**config.mk**
```make
export PLATFORM = sky130hd
export DESIGN_NAME = http_chunked_decoder_top_flat
export DESIGN_NICKNAME = d
export VERILOG_FILES = /design/src/sv/hcd_pkg.sv /design/src/sv/hcd_channels.sv /design/src/sv/http_chunked_decoder_top.sv /design/src/sv/hcd_in_reg.sv /design/src/sv/hcd_parser.sv /design/src/sv/hcd_out_reg.sv /design/src/flat_wrapper.sv
export SDC_FILE = /design/constraint.sdc
export NUM_CORES = 1
export LEC_CHECK = 0
export ABC_AREA = 1
export ABC_CLOCK_PERIOD_IN_PS = 3250
export BUFFER_PORTS_ARGS = -buffer_cell sky130_fd_sc_hd__buf_2
export CAP_MARGIN = 20
export CORE_ASPECT_RATIO = 0.8
export CORE_MARGIN = 2
export CORE_UTILIZATION = 56
export CTS_BUF_LIST = sky130_fd_sc_hd__clkbuf_8 sky130_fd_sc_hd__clkbuf_16
export CTS_CLUSTER_SIZE = 10
export DETAILED_ROUTE_END_ITERATION = 10
export PLACE_DENSITY = 0.78
export SLEW_MARGIN = 10
export SYNTH_ARGS = -nofsm -noshare
export SYNTH_HDL_FRONTEND = slang
export SYNTH_SLANG_ARGS = --single-unit
```
**constraint.sdc**
```tcl
create_clock -name clock -period 3.25 [get_ports clock]
set_clock_uncertainty 0.05 [all_clocks]
set_input_delay 0.4875 -clock clock [delete_from_list [all_inputs] [get_ports clock]]
set_output_delay 0.4875 -clock clock [all_outputs]
set_load 0.02 [all_outputs]
```
**src/sv/hcd_pkg.sv**
```systemverilog
// ---------------------------------------------------------------------------
// hcd_pkg: shared types and constants for the chunked body decoder
// Holds the parse phase and status codes, character constants and the
// hex digit decoder.
// ---------------------------------------------------------------------------
package hcd_pkg;

   localparam int SIZE_BITS  = 32;
   localparam int COUNT_BITS = 33;
   localparam int LIMIT_BITS = 32;

   localparam logic [LIMIT_BITS-1:0] MAX_BODY_RESET = LIMIT_BITS'(1048576);

   localparam logic [7:0] CH_CR   = 8'h0D;
   localparam logic [7:0] CH_LF   = 8'h0A;
   localparam logic [7:0] CH_SEMI = 8'h3B;

   typedef enum logic [1:0] {
      ST_BUSY     = 2'd0,
      ST_DONE     = 2'd1,
      ST_INVALID  = 2'd2,
      ST_TOOLARGE = 2'd3
   } status_type;

   typedef enum logic [10:0] {
      PH_SIZE      = 11'b000_0000_0001,
      PH_SIZE_LF   = 11'b000_0000_0010,
      PH_EXT       = 11'b000_0000_0100,
      PH_EXT_LF    = 11'b000_0000_1000,
      PH_DATA      = 11'b000_0001_0000,
      PH_DATA_CR   = 11'b000_0010_0000,
      PH_DATA_LF   = 11'b000_0100_0000,
      PH_TRL_START = 11'b000_1000_0000,
      PH_TRL_SLF   = 11'b001_0000_0000,
      PH_TRL_LINE  = 11'b010_0000_0000,
      PH_TRL_LF    = 11'b100_0000_0000
   } phase_type;

   typedef struct packed {
      logic       ok;
      logic [3:0] value;
   } hex_digit_type;

   // Decode one ASCII hex digit; ok is low for any other byte.
   function automatic hex_digit_type hex_decode(input logic [7:0] c);
      hex_digit_type r;
      r.ok    = 1'b1;
      r.value = 4'd0;
      if (c >= 8'h30 && c <= 8'h39) begin
         r.value = c[3:0];
      end else if ((c >= 8'h61 && c <= 8'h66) || (c >= 8'h41 && c <= 8'h46)) begin
         r.value = c[3:0] + 4'd9;
      end else begin
         r.ok = 1'b0;
      end
      return r;
   endfunction

endpackage

```
**src/sv/hcd_channels.sv**
```systemverilog
// ---------------------------------------------------------------------------
// hcd channels: valid/ready interfaces for raw and decoded bytes
// One transfer moves when valid and ready are both high at a clock edge.
// ---------------------------------------------------------------------------
interface hcd_req_if;
   logic       valid;
   logic       ready;
   logic [7:0] data_byte;
   logic       message_start;

   modport source (output valid, output data_byte, output message_start, input ready);
   modport sink   (input valid, input data_byte, input message_start, output ready);
endinterface

interface hcd_rsp_if;
   logic       valid;
   logic       ready;
   logic       payload_valid;
   logic [7:0] payload_byte;
   logic [1:0] status;

   modport source (output valid, output payload_valid, output payload_byte,
                   output status, input ready);
   modport sink   (input valid, input payload_valid, input payload_byte,
                   input status, output ready);
endinterface

```
**src/sv/http_chunked_decoder_top.sv**
```systemverilog
// ---------------------------------------------------------------------------
// http_chunked_decoder_top: HTTP/1.1 chunked body decoder
// Strips chunk framing from a raw body stream, one byte per transfer.
// ---------------------------------------------------------------------------
// Usage:
//   req_ch carries raw body bytes; message_start high on the first byte of
//   a message clears the parser (the size limit is kept).
//   rsp_ch returns exactly one result per raw byte, in order: a decoded
//   payload byte when payload_valid is high, and the sticky status after
//   that byte (0 in progress, 1 complete, 2 invalid, 3 too large).
//   csr_wr_en/csr_wr_data write the body size limit (reset 1 MiB); write
//   it only while no transfer is in flight.
// Timing:
//   A req transfer fills an input register, then one pass of the framing
//   state machine loads the result register that drives rsp valid.
//   Throughput is one byte per cycle while the receiver does not stall.
// Reset and stalls:
//   Synchronous reset empties both registers and returns the parser to the
//   start of a size line. When the receiver stalls, the result register
//   holds; req_ch.ready drops as soon as the input register is full too,
//   so at most two bytes wait inside the block.
// ---------------------------------------------------------------------------
module http_chunked_decoder_top
   import hcd_pkg::*;
(
   input  logic                  clock,
   input  logic                  reset,
   hcd_req_if.sink               req_ch,
   hcd_rsp_if.source             rsp_ch,
   input  logic                  csr_wr_en,
   input  logic [LIMIT_BITS-1:0] csr_wr_data
);

   hcd_req_if staged_ch ();
   hcd_rsp_if result_ch ();

   // Register the incoming byte.
   hcd_in_reg u_in_reg (
      .clock  (clock),
      .reset  (reset),
      .in_ch  (req_ch),
      .out_ch (staged_ch)
   );

   // Advance the framing state and form the result.
   hcd_parser u_parser (
      .clock       (clock),
      .reset       (reset),
      .csr_wr_en   (csr_wr_en),
      .csr_wr_data (csr_wr_data),
      .in_ch       (staged_ch),
      .out_ch      (result_ch)
   );

   // Hold the result for the receiver.
   hcd_out_reg u_out_reg (
      .clock  (clock),
      .reset  (reset),
      .in_ch  (result_ch),
      .out_ch (rsp_ch)
   );

endmodule

```
**src/sv/hcd_in_reg.sv**
```systemverilog
// ---------------------------------------------------------------------------
// hcd_in_reg: input register for raw bytes
// Hold one raw byte; take a new one whenever the held one moves on.
// ---------------------------------------------------------------------------
module hcd_in_reg
   import hcd_pkg::*;
(
   input  logic         clock,
   input  logic         reset,
   hcd_req_if.sink      in_ch,
   hcd_req_if.source    out_ch
);

   logic       valid_ff;
   logic       valid_in;
   logic [7:0] byte_ff;
   logic       start_ff;

   assign in_ch.ready = !valid_ff || out_ch.ready;
   assign valid_in    = in_ch.valid || (valid_ff && !out_ch.ready);

   always_ff @(posedge clock) begin
      if (reset) begin
         valid_ff <= 1'b0;
      end else begin
         valid_ff <= valid_in;
      end
   end

   // Payload loads on every accepted transfer.
   always_ff @(posedge clock) begin
      if (in_ch.valid && in_ch.ready) begin
         byte_ff  <= in_ch.data_byte;
         start_ff <= in_ch.message_start;
      end
   end

   assign out_ch.valid         = valid_ff;
   assign out_ch.data_byte     = byte_ff;
   assign out_ch.message_start = start_ff;

endmodule

```
**src/sv/hcd_parser.sv**
```systemverilog
// ---------------------------------------------------------------------------
// hcd_parser: chunk framing state machine
// Advance the parse state by one byte per transfer and form the result.
// ---------------------------------------------------------------------------
module hcd_parser
   import hcd_pkg::*;
(
   input  logic                  clock,
   input  logic                  reset,
   input  logic                  csr_wr_en,
   input  logic [LIMIT_BITS-1:0] csr_wr_data,
   hcd_req_if.sink               in_ch,
   hcd_rsp_if.source             out_ch
);

   phase_type             phase_ff, phase_in;
   logic [SIZE_BITS-1:0]  remaining_ff, remaining_in;
   logic                  digit_seen_ff, digit_seen_in;
   logic [COUNT_BITS-1:0] count_ff, count_in;
   status_type            status_ff, status_in;
   logic [LIMIT_BITS-1:0] max_body_ff;

   phase_type             cur_phase;
   logic [SIZE_BITS-1:0]  cur_remaining;
   logic                  cur_digit_seen;
   logic [COUNT_BITS-1:0] cur_count;
   status_type            cur_status;
   hex_digit_type         hex;
   logic [SIZE_BITS-1:0]  rem_dec;
   logic                  pay_valid;
   logic [7:0]            pay_byte;
   logic [7:0]            c;
   logic                  fire;

   assign c      = in_ch.data_byte;
   assign hex    = hex_decode(c);
   assign fire   = in_ch.valid && in_ch.ready;

   assign out_ch.valid  = in_ch.valid;
   assign in_ch.ready   = out_ch.ready;

   always_comb begin
      // A message start clears the parser before the byte is looked at.
      if (in_ch.message_start) begin
         cur_phase      = PH_SIZE;
         cur_remaining  = '0;
         cur_digit_seen = 1'b0;
         cur_count      = '0;
         cur_status     = ST_BUSY;
      end else begin
         cur_phase      = phase_ff;
         cur_remaining  = remaining_ff;
         cur_digit_seen = digit_seen_ff;
         cur_count      = count_ff;
         cur_status     = status_ff;
      end

      phase_in      = cur_phase;
      remaining_in  = cur_remaining;
      digit_seen_in = cur_digit_seen;
      count_in      = cur_count;
      status_in     = cur_status;
      pay_valid     = 1'b0;
      pay_byte      = 8'd0;
      rem_dec       = cur_remaining - SIZE_BITS'(1);

      if (cur_status == ST_BUSY) begin
         unique case (cur_phase)
            PH_SIZE: begin
               if (hex.ok) begin
                  if (cur_remaining[SIZE_BITS-1 -: 4] != 4'd0) begin
                     status_in = ST_INVALID;
                  end else begin
                     remaining_in  = {cur_remaining[SIZE_BITS-5:0], hex.value};
                     digit_seen_in = 1'b1;
                  end
               end else if (c == CH_SEMI && cur_digit_seen) begin
                  phase_in = PH_EXT;
               end else if (c == CH_CR && cur_digit_seen) begin
                  phase_in = PH_SIZE_LF;
               end else begin
                  status_in = ST_INVALID;
               end
            end
            PH_SIZE_LF: begin
               if (c == CH_LF) begin
                  phase_in = (cur_remaining == '0) ? PH_TRL_START : PH_DATA;
               end else begin
                  status_in = ST_INVALID;
               end
            end
            PH_EXT: begin
               if (c == CH_CR) phase_in = PH_EXT_LF;
            end
            PH_EXT_LF: begin
               if (c == CH_LF) begin
                  phase_in = (cur_remaining == '0) ? PH_TRL_START : PH_DATA;
               end else if (c != CH_CR) begin
                  phase_in = PH_EXT;
               end
            end
            PH_DATA: begin
               if (cur_count >= {1'b0, max_body_ff}) begin
                  status_in = ST_TOOLARGE;
               end else begin
                  count_in     = cur_count + COUNT_BITS'(1);
                  pay_valid    = 1'b1;
                  pay_byte     = c;
                  remaining_in = rem_dec;
                  if (rem_dec == '0) phase_in = PH_DATA_CR;
               end
            end
            PH_DATA_CR: begin
               if (c == CH_CR) phase_in = PH_DATA_LF;
               else status_in = ST_INVALID;
            end
            PH_DATA_LF: begin
               if (c == CH_LF) begin
                  phase_in      = PH_SIZE;
                  remaining_in  = '0;
                  digit_seen_in = 1'b0;
               end else begin
                  status_in = ST_INVALID;
               end
            end
            PH_TRL_START: begin
               phase_in = (c == CH_CR) ? PH_TRL_SLF : PH_TRL_LINE;
            end
            PH_TRL_SLF: begin
               if (c == CH_LF) status_in = ST_DONE;
               else phase_in = (c == CH_CR) ? PH_TRL_LF : PH_TRL_LINE;
            end
            PH_TRL_LINE: begin
               if (c == CH_CR) phase_in = PH_TRL_LF;
            end
            PH_TRL_LF: begin
               if (c == CH_LF) phase_in = PH_TRL_START;
               else if (c != CH_CR) phase_in = PH_TRL_LINE;
            end
            default: begin
               status_in = ST_INVALID;
            end
         endcase
      end
   end

   always_ff @(posedge clock) begin
      if (reset) begin
         phase_ff      <= PH_SIZE;
         remaining_ff  <= '0;
         digit_seen_ff <= 1'b0;
         count_ff      <= '0;
         status_ff     <= ST_BUSY;
      end else if (fire) begin
         phase_ff      <= phase_in;
         remaining_ff  <= remaining_in;
         digit_seen_ff <= digit_seen_in;
         count_ff      <= count_in;
         status_ff     <= status_in;
      end
   end

   always_ff @(posedge clock) begin
      if (reset) begin
         max_body_ff <= MAX_BODY_RESET;
      end else if (csr_wr_en) begin
         max_body_ff <= csr_wr_data;
      end
   end

   assign out_ch.payload_valid = pay_valid;
   assign out_ch.payload_byte  = pay_byte;
   assign out_ch.status        = status_in;

   // Decoded bytes only ever leave while the message is still in progress.
   a_payload_busy: assert property (@(posedge clock) disable iff (reset)
      pay_valid |-> (status_in == ST_BUSY))
      else $error("payload byte emitted with terminal status");

   // Phase register stays one-hot.
   a_phase_onehot: assert property (@(posedge clock) disable iff (reset)
      $onehot(phase_ff))
      else $error("parse phase not one-hot");

   // A terminal status sticks until the next message start.
   a_status_sticky: assert property (@(posedge clock) disable iff (reset)
      (fire && !in_ch.message_start && status_ff != ST_BUSY)
      |=> (status_ff == $past(status_ff)))
      else $error("terminal status changed without message start");

endmodule

```
**src/sv/hcd_out_reg.sv**
```systemverilog
// ---------------------------------------------------------------------------
// hcd_out_reg: result register
// Hold one result until the receiver takes it; refill in the same cycle.
// ---------------------------------------------------------------------------
module hcd_out_reg
   import hcd_pkg::*;
(
   input  logic         clock,
   input  logic         reset,
   hcd_rsp_if.sink      in_ch,
   hcd_rsp_if.source    out_ch
);

   logic       valid_ff;
   logic       valid_in;
   logic       pay_valid_ff;
   logic [7:0] pay_byte_ff;
   status_type status_ff;

   assign in_ch.ready = !valid_ff || out_ch.ready;
   assign valid_in    = in_ch.valid || (valid_ff && !out_ch.ready);

   always_ff @(posedge clock) begin
      if (reset) begin
         valid_ff <= 1'b0;
      end else begin
         valid_ff <= valid_in;
      end
   end

   always_ff @(posedge clock) begin
      if (in_ch.valid && in_ch.ready) begin
         pay_valid_ff <= in_ch.payload_valid;
         pay_byte_ff  <= in_ch.payload_byte;
         status_ff    <= status_type'(in_ch.status);
      end
   end

   assign out_ch.valid         = valid_ff;
   assign out_ch.payload_valid = pay_valid_ff;
   assign out_ch.payload_byte  = pay_byte_ff;
   assign out_ch.status        = status_ff;

endmodule
```
**src/flat_wrapper.sv**
```systemverilog
// flat-port wrapper written by rule: the top's interface ports become plain ports
module http_chunked_decoder_top_flat import hcd_pkg::*;
  (clock, reset, csr_wr_en, csr_wr_data, req_ch_valid, req_ch_data_byte, req_ch_message_start, req_ch_ready, rsp_ch_valid, rsp_ch_payload_valid, rsp_ch_payload_byte, rsp_ch_status, rsp_ch_ready);
  hcd_req_if req_ch_i ();
  hcd_rsp_if rsp_ch_i ();
  input  logic clock;
  input  logic reset;
  input  logic csr_wr_en;
  input  logic [LIMIT_BITS-1:0] csr_wr_data;
  input wire logic [$bits(req_ch_i.valid)-1:0] req_ch_valid;
  input wire logic [$bits(req_ch_i.data_byte)-1:0] req_ch_data_byte;
  input wire logic [$bits(req_ch_i.message_start)-1:0] req_ch_message_start;
  output wire logic [$bits(req_ch_i.ready)-1:0] req_ch_ready;
  output wire logic [$bits(rsp_ch_i.valid)-1:0] rsp_ch_valid;
  output wire logic [$bits(rsp_ch_i.payload_valid)-1:0] rsp_ch_payload_valid;
  output wire logic [$bits(rsp_ch_i.payload_byte)-1:0] rsp_ch_payload_byte;
  output wire logic [$bits(rsp_ch_i.status)-1:0] rsp_ch_status;
  input wire logic [$bits(rsp_ch_i.ready)-1:0] rsp_ch_ready;
  assign req_ch_i.valid = req_ch_valid;
  assign req_ch_i.data_byte = req_ch_data_byte;
  assign req_ch_i.message_start = req_ch_message_start;
  assign req_ch_ready = req_ch_i.ready;
  assign rsp_ch_valid = rsp_ch_i.valid;
  assign rsp_ch_payload_valid = rsp_ch_i.payload_valid;
  assign rsp_ch_payload_byte = rsp_ch_i.payload_byte;
  assign rsp_ch_status = rsp_ch_i.status;
  assign rsp_ch_i.ready = rsp_ch_ready;
  http_chunked_decoder_top u_core (.clock(clock), .reset(reset), .req_ch(req_ch_i), .rsp_ch(rsp_ch_i), .csr_wr_en(csr_wr_en), .csr_wr_data(csr_wr_data));
endmodule
```
## Word level (Yosys, flattened, before mapping)

Cells that the tools add are included.

- $add $sub $neg: 3
- $lt $le $gt $ge: 7
- Equal/unequal tests: 15
- Multiplexer cells: 54
- Bitwise gates (word level): 2
- Reductions and logical operators: 26

Operators with widths:

| kind | number |
|---|---|
| $mux W11 | 18 |
| $mux W32 | 6 |
| $mux W33 | 4 |
| $pmux W11 S11 | 1 |
| $pmux W32 S3 | 1 |
| $logic_not A32 Y1 | 2 |
| $add A33 B1 Y33 const B | 1 |
| $ge A33 B32 Y1 | 1 |
| $sub A32 B1 Y32 const B | 1 |
| $mux W2 | 10 |
| $eq A8 B4 Y1 const B | 2 |
| $ge A8 B7 Y1 const B | 2 |
| $le A8 B7 Y1 const B | 2 |
| $pmux W2 S6 | 1 |
| $eq A11 B1 Y1 const B | 1 |
| $eq A11 B10 Y1 const B | 1 |
| $eq A11 B11 Y1 const B | 1 |
| $eq A11 B2 Y1 const B | 1 |
| $eq A11 B3 Y1 const B | 1 |
| $eq A11 B4 Y1 const B | 1 |
| $eq A11 B5 Y1 const B | 1 |
| $eq A11 B6 Y1 const B | 1 |
| $eq A11 B7 Y1 const B | 1 |
| $eq A11 B8 Y1 const B | 1 |
| other kinds (21) | 45 |

- Register bits after elaboration: 133
- Bits of input ports: 46
- Output and inout bits: 13
- Logic and storage cells: 120

## Depth between registers and ports, before layout

Gate-level depths: netlist of the first run.

- Word-level depth: 9
- Mapped depth: 25
- Gate-level depth less buffers: 22

## By module

From an unflattened synthesis of the first run, not the netlist that was laid out.

- Cells, all modules: 1527
- Area, all modules: 9500.4 um^2

By module, submodules not included:

| module | times used | cells an instance | area an instance (um^2) | sequential area each (um^2) |
|---|---|---|---|---|
| hcd_parser | 1 | 1495 | 8804.7 | 2222.1 |
| hcd_out_reg | 1 | 17 | 377.9 | 350.3 |
| hcd_in_reg | 1 | 15 | 317.8 | 290.3 |

## Worst setup path before layout of the first run

Ideal clock, no wire load.

- Path kind: reg-to-reg
- Start: reg u_core.u_in_reg.start_ff, in the netlist u_core.u_in_reg.out_ch.message_start
- End: reg u_core.u_out_reg.status_ff[0], in the netlist u_core.u_out_reg.out_ch.status[0], data pin
- Library setup time: 262 ps
- Arrival: 2967 ps
- Required time: 2938 ps
- Slack: -29 ps
- Stages on the path, launching flop included: 17
- Path buffers: 4
- Clock period less this slack: 3279 ps
- Cells stage by stage: edfxtp_1 clkbuf_1 clkbuf_1 buf_1 nor2_1 ha_1 a21o_1 nor2_1 nand2_1 nand2_1 nand2_1 nand2_1 nand4_2 nand2_1 buf_2 a21oi_1 or2_2

- Word-level cells in the longest chain between the ends: 7
- Elaborated cells on any way between the ends: 33
- Classes of those cells: order compare (1); eq/ne (11); mux (15); reduce/logical (6)

Ends and longest elaborated chain:

| what | RTL line | source |
|---|---|---|
| from (decl) | hcd_in_reg.sv:17 | `logic start_ff;` |
| from (signal assigned) | hcd_in_reg.sv:34 | `start_ff <= in_ch.message_start;` |
| parallel branches: the longest is 6 deep, another holds $ge A33 B32 Y1 | n/a |  |
| $mux W2 (*) | hcd_parser.sv:67 | `if (cur_status == ST_BUSY) begin` |
| named net u_core.result_ch.status[0] | hcd_channels.sv:20 | `logic [1:0] status;` |
| to (signal assigned) | hcd_out_reg.sv:35 | `status_ff <= status_type'(in_ch.status);` |
| to (decl) | hcd_out_reg.sv:18 | `status_type status_ff;` |

Mark *: on every way through the listed nets, which the timed path passes.
A chain may end at the register's enable or synchronous reset.

## Final worst setup path of the first run

- Start: reg u_core.u_in_reg.start_ff, in the netlist u_core.u_in_reg.out_ch.message_start
- End: reg u_core.u_parser.phase_ff[5]

- Word-level cells in the longest chain between the ends: 7
- Elaborated cells on any way between the ends: 39
- Classes of those cells: add/sub (1); order compare (1); eq/ne (11); mux (22); reduce/logical (4)

Ends and longest elaborated chain:

| what | RTL line | source |
|---|---|---|
| $mux W32 or $mux W1 (tied branches) | hcd_parser.sv:44 | `if (in_ch.message_start) begin` |
| $sub A32 B1 Y32 or $logic_and A1 B1 Y1 (tied branches) | hcd_parser.sv:65, hcd_parser.sv:79 |  |
| $logic_not A32 Y1 or $mux W11 (tied branches) | hcd_parser.sv:110, hcd_parser.sv:79 |  |
| $mux W11 (on tied branches) | hcd_parser.sv:110, hcd_parser.sv:77 |  |
| $mux W11 (on tied branches) | hcd_parser.sv:103, hcd_parser.sv:70 |  |
| $pmux W11 S11 | hcd_parser.sv:68 | `unique case (cur_phase)` |
| $mux W11 (*) | hcd_parser.sv:67 |  |
| to (signal assigned) | hcd_parser.sv:155 | `phase_ff <= phase_in;` |
| to (decl) | hcd_parser.sv:16 | `phase_type phase_ff, phase_in;` |

Mark *: on every way between the ends. The rest lies on a longest branch, timed or not.

==> impl_metrics.py, run 1 <==
metrics = {
    "sta": {
        "period_needed_ps": 3153,
        "fmax_mhz": 317.1,
        "grt_setup_unrepaired": "true",
        "worst_pin_slew_ps": 876.0,
        "relSlewSlack": 0.4124,
        "setup_violations": 0,
        "final_max_slew_viol_count": 0,
        "hold_viol_final": 0,
        "fin_crit_sh": 0.9703,
        "finalSetupTns_ps": 0,
        "layout_setup_ws_ps": 96.54,
    },
    "final_layout": {
        "final_cell_area_sq_um": 11260,
        "layout-drive-gt1-share": 0.1280,
        "num-nets-final": 1759,
        "final_common_cell": "nand2_1",
        "antennaDiodeCount": 0,
        "multi_input_area_sq_um": 6037,
        "final_cells": 1912,
        "area_delta_synth_final_pct": 14.13,
        "ff_latch_area_sq_um": 2863,
        "fillers": 1595,
        "layout_common_cells": "nand2_1, inv_1, nor2_1",
    },
    "floorplan": {
        "fp.dieH_microns": 122.7,
        "start_util": 0.5714,
        "core_sq_um": 17270,
        "die_w_microns": 152.4,
        "rows": 43,
        "io_pins": 59,
        "die_area_sq_um": 18710,
    },
    "logic_synthesis": {
        "syn_avg_cell_area_sq_um": 6.156,
        "synthDistinctLibCells": 51,
        "yosys_warnings": 0,
        "synth_cells": 1603,
        "synthArstFlopShare": 0,
        "ys_ff_latch": 133,
        "synthesis.area_sq_um": 9868,
        "synth_seq_area_share": 0.2901,
        "synth_edf_count": 20,
        "synth_ff_type": "dfxtp_1",
        "synth_nets": 1688,
    },
    "routing": {
        "drt-initial-drc-count": 1124,
        "vias": 10744,
        "ant_nets": 0,
        "firstDrtPassIters": 5,
        "avgViaCountPerCell": 5.619,
        "drc": 0,
        "wl_per_cell_microns": 15.63,
        "drt-total-wl_mm": 29.89,
    },
    "global_routing": {
        "grt_antenna_before_repair": 0,
        "grt_start_max_net_pins": 67,
        "grt_usage": 0.3140,
        "grt_pass1_wl_mm": 47.84,
        "first_global_vias": 9440,
        "grt-ovfl-total": 0,
    },
    "clock_tree": {
        "cts_buffers": 17,
        "clock_latency_ps": 430,
        "clockRootBuffer": "clkbuf_16",
        "clk_path_buf_depth": 2,
        "clkSlewWorstSetupHoldPaths_ps": 60,
        "clkSinkCount": 133,
        "cts_tree": "yes",
        "h-tree-depth": 4,
    },
    "min_path": {
        "hold_depth": 1,
        "hold_end": "u_core.u_in_reg.out_ch.data_byte[7]$_DFFE_PP_",
        "holdCritPathClass": "in2reg",
        "hold_start": "req_ch_data_byte[7]",
    },
    "placement": {
        "port_buffers": 58,
        "gp_congestion": 0.9917,
        "place_inst": 1871,
        "post-place-ws_ps": -264.5,
        "place_area_sq_um": 10490,
        "dp_hpwl_mm": 21.69,
    },
    "setup_path": {
        "path_max_fanout": 24,
        "start_kind": "flip-flop",
        "crit_arrival_ps": 3460,
        "worstReg2RegStart": "u_core.u_in_reg.out_ch.message_start$_DFFE_PP_",
        "critPathKind": "reg2reg",
        "reg2regPathDepth": 18,
        "worstPathRequired_ps": 3550,
        "end_kind": "flip-flop",
        "rrSetupSlack_ps": 100,
        "r2r_end": "u_core.u_parser.phase_ff[5]$_SDFFE_PP0P_",
    },
    "pwr": {
        "leakagePower_nw": 5.588,
        "p_sw_frac": 0.3083,
        "p_seq_frac": 0.384,
        "p_per_area_nw_per_um2": 406.8,
        "p_switching_mw": 1.412,
        "comb_power_share": 0.186,
        "clkPwrFrac": 0.430,
        "internal-power_mw": 3.169,
        "peakVddDrop_mv": 0.2691,
    },
    "job": {
        "drv_cap": 0,
    },
    "run_status": {
        "status": "complete, no violations",
    },
}
power groups by stage:
stage                     clock, mW  sequential, mW  combinational (mW)
final                          1.97            1.76               0.852
after detailed placement          0            1.79               0.808
after CTS                      1.98            1.76               0.818
after floorplan                   0            1.80               0.549
after global routing           2.05            1.77               0.931
after global placement            0            1.79               0.806
cell usage after synthesis (all sizes together), types with 4 or more instances:
master,n,area share
ha,39,0.049
o21ai,114,0.058
nand4,36,0.026
nand3,84,0.044
xnor2,4,0.0035
clkbuf,37,0.014
a22oi,7,0.0053
a31oi,11,0.0070
nand2,465,0.18
buf,18,0.011
a21boi,5,0.0038
nand3b,4,0.0030
edfxtp,20,0.061
nor3,24,0.013
a21oi,152,0.078
xor2,5,0.0044
o211ai,15,0.011
nor2,199,0.088
dfxtp,113,0.23
o22ai,12,0.0076
inv,215,0.082
cell type report:
type                            instances  area share
Clock buffer                           21     0.04466
Clock inverter                         11    0.008555
Inverter                              218     0.07310
Multi-Input combinational cell       1199      0.5360
Sequential cell                       133      0.2542
Tap cell                              225     0.02500
Timing Repair Buffer                  105     0.05844
how the worst max path moves through the flow:
stage	from	to	cells after the start	slack (ps)
floorplan	u_core.u_in_reg.out_ch.message_start$_DFFE_PP_	u_core.u_out_reg.out_ch.status[0]$_DFFE_PP_	16	70
global placement	u_core.u_in_reg.out_ch.message_start$_DFFE_PP_	u_core.u_parser.remaining_ff[11]$_SDFFE_PP0P_	14	-160
detailed placement	u_core.u_in_reg.out_ch.message_start$_DFFE_PP_	u_core.u_parser.count_ff[2]$_SDFFE_PP0P_	20	-260
CTS	u_core.u_in_reg.out_ch.message_start$_DFFE_PP_	u_core.u_parser.remaining_ff[23]$_SDFFE_PP0P_	16	8
global route	u_core.u_in_reg.out_ch.message_start$_DFFE_PP_	u_core.u_parser.count_ff[23]$_SDFFE_PP0P_	17	-30
finish	u_core.u_in_reg.out_ch.message_start$_DFFE_PP_	u_core.u_parser.phase_ff[5]$_SDFFE_PP0P_	18	100
layer usage:
layer	routed length, microns	vias to the layer above	GRT usage
met2	12870	467	0.4958
met1	14050	4846	0.4523
met5	0	-	0
met4	503	0	0.08449
met3	2476	47	0.04555
li1	-	5384	-
flip-flops by register name (all words and copies together), names as in the netlist, 2 cells and up:
signal / cells
u_core.u_in_reg.out_ch.data_byte: 8
u_core.u_out_reg.out_ch.payload_byte: 8
u_core.u_parser.remaining_ff: 32
u_core.u_parser.count_ff: 33
u_core.u_out_reg.out_ch.status: 2
u_core.u_parser.phase_ff: 11
u_core.u_parser.status_ff: 2
u_core.u_parser.max_body_ff: 32
logic make-up (layout without fill, tap and decap cells):
kind of cell / after synthesis / in the layout / share of synthesized area
flip-flops: 133 / 133 / 0.2901
AND/OR/NAND/NOR: 820 / 822 / 0.3622
AO/OA/AOI/OAI: 329 / 329 / 0.1819
buffers and inverters: 273 / 355 / 0.1083
XOR/XNOR: 9 / 9 / 0.007987
adder cells (fa/ha/maj): 39 / 39 / 0.04945
through the flow:
step           hold WS, ps    util  power (mW)
6_report             179.1  0.6521       4.581
5_1_grt              175.4  0.6521       4.744
4_1_cts              176.2  0.6442       4.557
3_5_place_dp         406.7  0.6075       2.602
3_3_place_gp         402.2  0.6075       2.599
2_1_floorplan        389.5       -       2.347
critical path: stages (launching register included):
cell and delay [ps]:
edfxtp_1 450, clkinv_4 160, buf_4 240, buf_6 190, nand2_1 230, nand3_2 140, nor2_2 220, nand2_2 180
nor2_4 200, nand2_1 80, nand2_1 60, nand2_1 120, nor2_1 130, nand2_1 60, nor2_1 130, nand4_1 160
nand2_1 100, nand2_1 50, a21oi_1 120
what timing repair did:
action,in CTS,in global routing
cloned,0,2
setup endpoints to repair,30,60
hold buffers,0,0
gates resized for setup,5,22
setup buffers,1,6
pin swaps,1,6
Power figures use the tool's default switching activity.
==> run 2: changes to the inputs <==
Settings changed: ABC_AREA 1 to default, CAP_MARGIN 20 to default.
==> impl_metrics.py, run 2 <==
metrics = {
    "sta": {
        "setup_violations": 1,
        "worst_pin_slew_ps": 939.3,
        "fin_crit_sh": 1.002,
        "grt_setup_unrepaired": "true",
        "relSlewSlack": 0.3738,
        "final_max_slew_viol_count": 0,
        "period_needed_ps": 3256,
        "fmax_mhz": 307.1,
        "layout_setup_ws_ps": -6.273,
        "hold_viol_final": 0,
    },
    "logic_synthesis": {
        "yosysTopAreaCell": "dfxtp_1",
        "synthDistinctLibCells": 73,
        "synth_seq_area_share": 0.3145,
        "yosys_warnings": 0,
        "synth_nets": 1280,
        "synth_edf_count": 20,
        "synth_top_cells_by_count": "nand2_1, dfxtp_1, nor2_1",
        "synth_top_area_frac": 0.2486,
        "synth_ff_type": "dfxtp_1",
        "ys_ff_latch": 133,
        "synth_area_leaders": "dfxtp_1, edfxtp_1, ha_1",
        "synthArstFlopShare": 0,
        "syn_avg_cell_area_sq_um": 7.616,
        "synth_cells": 1195,
        "yosysMostFrequentCell": "nand2_1",
        "synthesis.area_sq_um": 9101,
    },
    "setup_path": {
        "worstPathRequired_ps": 3520,
        "cpLargestDelayFamily": "compound AO/OA/AOI/OAI gates",
        "endpoint": "u_core.u_parser.remaining_ff[13]$_SDFFE_PP0P_",
        "rrSetupSlack_ps": -6,
        "worstPathCellList": "buf_6 -> clkbuf_16 -> nor2b_2 -> ha_1 -> and4_1 -> a211oi_2 -> buf_4 -> o211ai_1 -> buf_4 -> or2_4 -> o21ai_2 -> o21ai_0 -> a211oi_1",
        "critPathKind": "reg2reg",
        "cp_common_cell": "buf_4",
        "reg2regPathDepth": 13,
        "path_max_fanout": 26,
        "crit_arrival_ps": 3520,
        "worstReg2RegStart": "u_core.u_in_reg.out_ch.message_start$_DFFE_PP_",
        "crit_buf_inv": 4,
        "start_kind": "flip-flop",
        "startpoint": "u_core.u_in_reg.out_ch.message_start$_DFFE_PP_",
        "r2r_end": "u_core.u_parser.remaining_ff[13]$_SDFFE_PP0P_",
        "end_kind": "flip-flop",
        "cp.depth": 13,
        "critPathSlowestCell": "edfxtp_1",
        "cp_slowest_stage_delay_ps": 440,
    },
    "floorplan": {
        "core_sq_um": 15850,
        "die_w_microns": 146.5,
        "start_util": 0.5742,
        "rows": 41,
        "die_area_sq_um": 17290,
        "fp.dieH_microns": 118.0,
        "io_pins": 59,
    },
    "clock_tree": {
        "clk_path_buf_depth": 2,
        "clock_latency_ps": 430,
        "clockRootBuffer": "clkbuf_16",
        "clkSlewWorstSetupHoldPaths_ps": 60,
        "cts_tree": "yes",
        "clkSinkCount": 133,
        "holdBufCountCts": 0,
        "cts_buffers": 17,
        "h-tree-depth": 4,
    },
    "global_routing": {
        "grt_antenna_before_repair": 0,
        "grt_usage": 0.3292,
        "grt_pass1_wl_mm": 46.13,
        "grt-ovfl-total": 0,
        "grt_start_max_net_pins": 56,
        "first_global_vias": 9154,
    },
    "pwr": {
        "p_per_area_nw_per_um2": 385.8,
        "leakagePower_nw": 4.455,
        "peakVddDrop_mv": 0.3275,
    },
    "routing": {
        "firstDrtPassIters": 9,
        "top_layer_used": "met4",
        "drt-initial-drc-count": 1322,
        "dr_wl_met2_mm": 12.46,
        "drc": 0,
        "drt-total-wl_mm": 29.57,
        "avgViaCountPerCell": 6.445,
        "wl_met1_mm": 12.63,
        "vias": 9886,
        "routed-wl-met3_mm": 3.720,
        "wl_per_cell_microns": 19.28,
        "ant_nets": 0,
    },
    "placement": {
        "gp_congestion": 1.010,
        "dp_hpwl_mm": 20.38,
        "post-place-ws_ps": -35.03,
        "port_buffers": 58,
        "place_area_sq_um": 10260,
    },
    "job": {
        "drv_cap": 0,
    },
    "final_layout": {
        "antennaDiodeCount": 0,
        "final_common_cell": "nand2_1",
        "reg_top3": "u_core.u_parser.count_ff: 33 flops, u_core.u_parser.max_body_ff: 32 flops, u_core.u_parser.remaining_ff: 32 flops",
        "layout_common_cells": "nand2_1, buf_4, dfxtp_1",
        "largest_reg_flops": 33,
        "num-nets-final": 1391,
        "fillers": 1263,
        "area_delta_synth_final_pct": 23.58,
        "final_cell_area_sq_um": 11250,
        "regMostFlops": "u_core.u_parser.count_ff",
        "layout-drive-gt1-share": 0.2161,
        "multi_input_area_sq_um": 6106,
        "ff_latch_area_sq_um": 2863,
    },
    "run_status": {
        "violations": "setup timing",
        "status": "finished with violations",
    },
    "min_path": {
        "holdCritPathClass": "in2reg",
    },
}
run 2: report_power, final:
group	total, mW	switching (mW)	internal [mW]
clock network	1.96	0.763	1.19
logic	0.637	0.394	0.243
registers	1.74	0.0303	1.71
run 2: final cells by class:
type / count / area share
sequential: 133 / 0.2545
inverter: 48 / 0.01602
clock inverter: 15 / 0.01446
timing repair buffer: 176 / 0.1104
multi-input combinational: 930 / 0.5429
clock buffer: 17 / 0.03782
tap: 215 / 0.02392
run 2: how the worst min path moves through the flow:
| stage | end | cells after the start | start |
|---|---|---|---|
| 2_1_floorplan | u_core.u_parser.count_ff[32]$_SDFFE_PP0P_ | 2 | u_core.u_parser.count_ff[32]$_SDFFE_PP0P_ |
| 4_1_cts | u_core.u_in_reg.out_ch.data_byte[2]$_DFFE_PP_ | 1 | req_ch_data_byte[2] |
| 5_1_grt | u_core.u_in_reg.out_ch.data_byte[2]$_DFFE_PP_ | 1 | req_ch_data_byte[2] |
| 3_3_place_gp | u_core.u_parser.count_ff[32]$_SDFFE_PP0P_ | 2 | u_core.u_parser.count_ff[32]$_SDFFE_PP0P_ |
| 6_report | u_core.u_in_reg.out_ch.data_byte[3]$_DFFE_PP_ | 1 | req_ch_data_byte[3] |
| 3_5_place_dp | u_core.u_parser.count_ff[32]$_SDFFE_PP0P_ | 2 | u_core.u_parser.count_ff[32]$_SDFFE_PP0P_ |
run 2: worst reg2reg max path, stage by stage, from the launching register on:
cell       delay, ps
edfxtp_1         440
buf_6            170
clkbuf_16        210
nor2b_2          230
ha_1             280
and4_1           210
a211oi_2         180
buf_4            170
o211ai_1         160
buf_4            210
or2_4            310
o21ai_2          140
o21ai_0           90
a211oi_1         300
run 2: routing by layer:
metal	track usage	vias to the layer above
met3	0.08333	84
met5	0	-
met1	0.4692	4611
met4	0.1274	0
met2	0.4767	643
li1	-	4548
run 2: per-stage QoR:
step / util / cells / hold slack (ps) / power, mW / TNS, ps
after floorplan: - / 1195 / 381.8 / 2.158 / -33170
after global placement: 0.6476 / 1486 / 389.2 / 2.348 / 0
after detailed placement: 0.6476 / 1486 / 408.2 / 2.356 / -119.2
after CTS: 0.6859 / 1519 / 174.2 / 4.303 / 0
after global routing: 0.7095 / 1534 / 177.4 / 4.467 / -1265
final: 0.7095 / 1534 / 180.6 / 4.339 / -6.273
run 2: repair_timing:
| action | 4_1_cts | 5_1_grt |
|---|---|---|
| cloned | 0 | 2 |
| setup buffers | 1 | 13 |
| endpoints found under the setup margin | 9 | 58 |
| resized for setup | 3 | 47 |
| hold endpoints to repair | 0 | 0 |
| pin swaps | 1 | 8 |
run 2: cell families after synthesis:
group / count (synthesis) / share of synthesized area
xor+xnor: 48 / 0.04619
simple gates: 504 / 0.2846
buf+inv: 133 / 0.05705
flops: 133 / 0.3145
fa+ha+maj: 39 / 0.05362
compound gates: 307 / 0.2099
mux: 31 / 0.03409
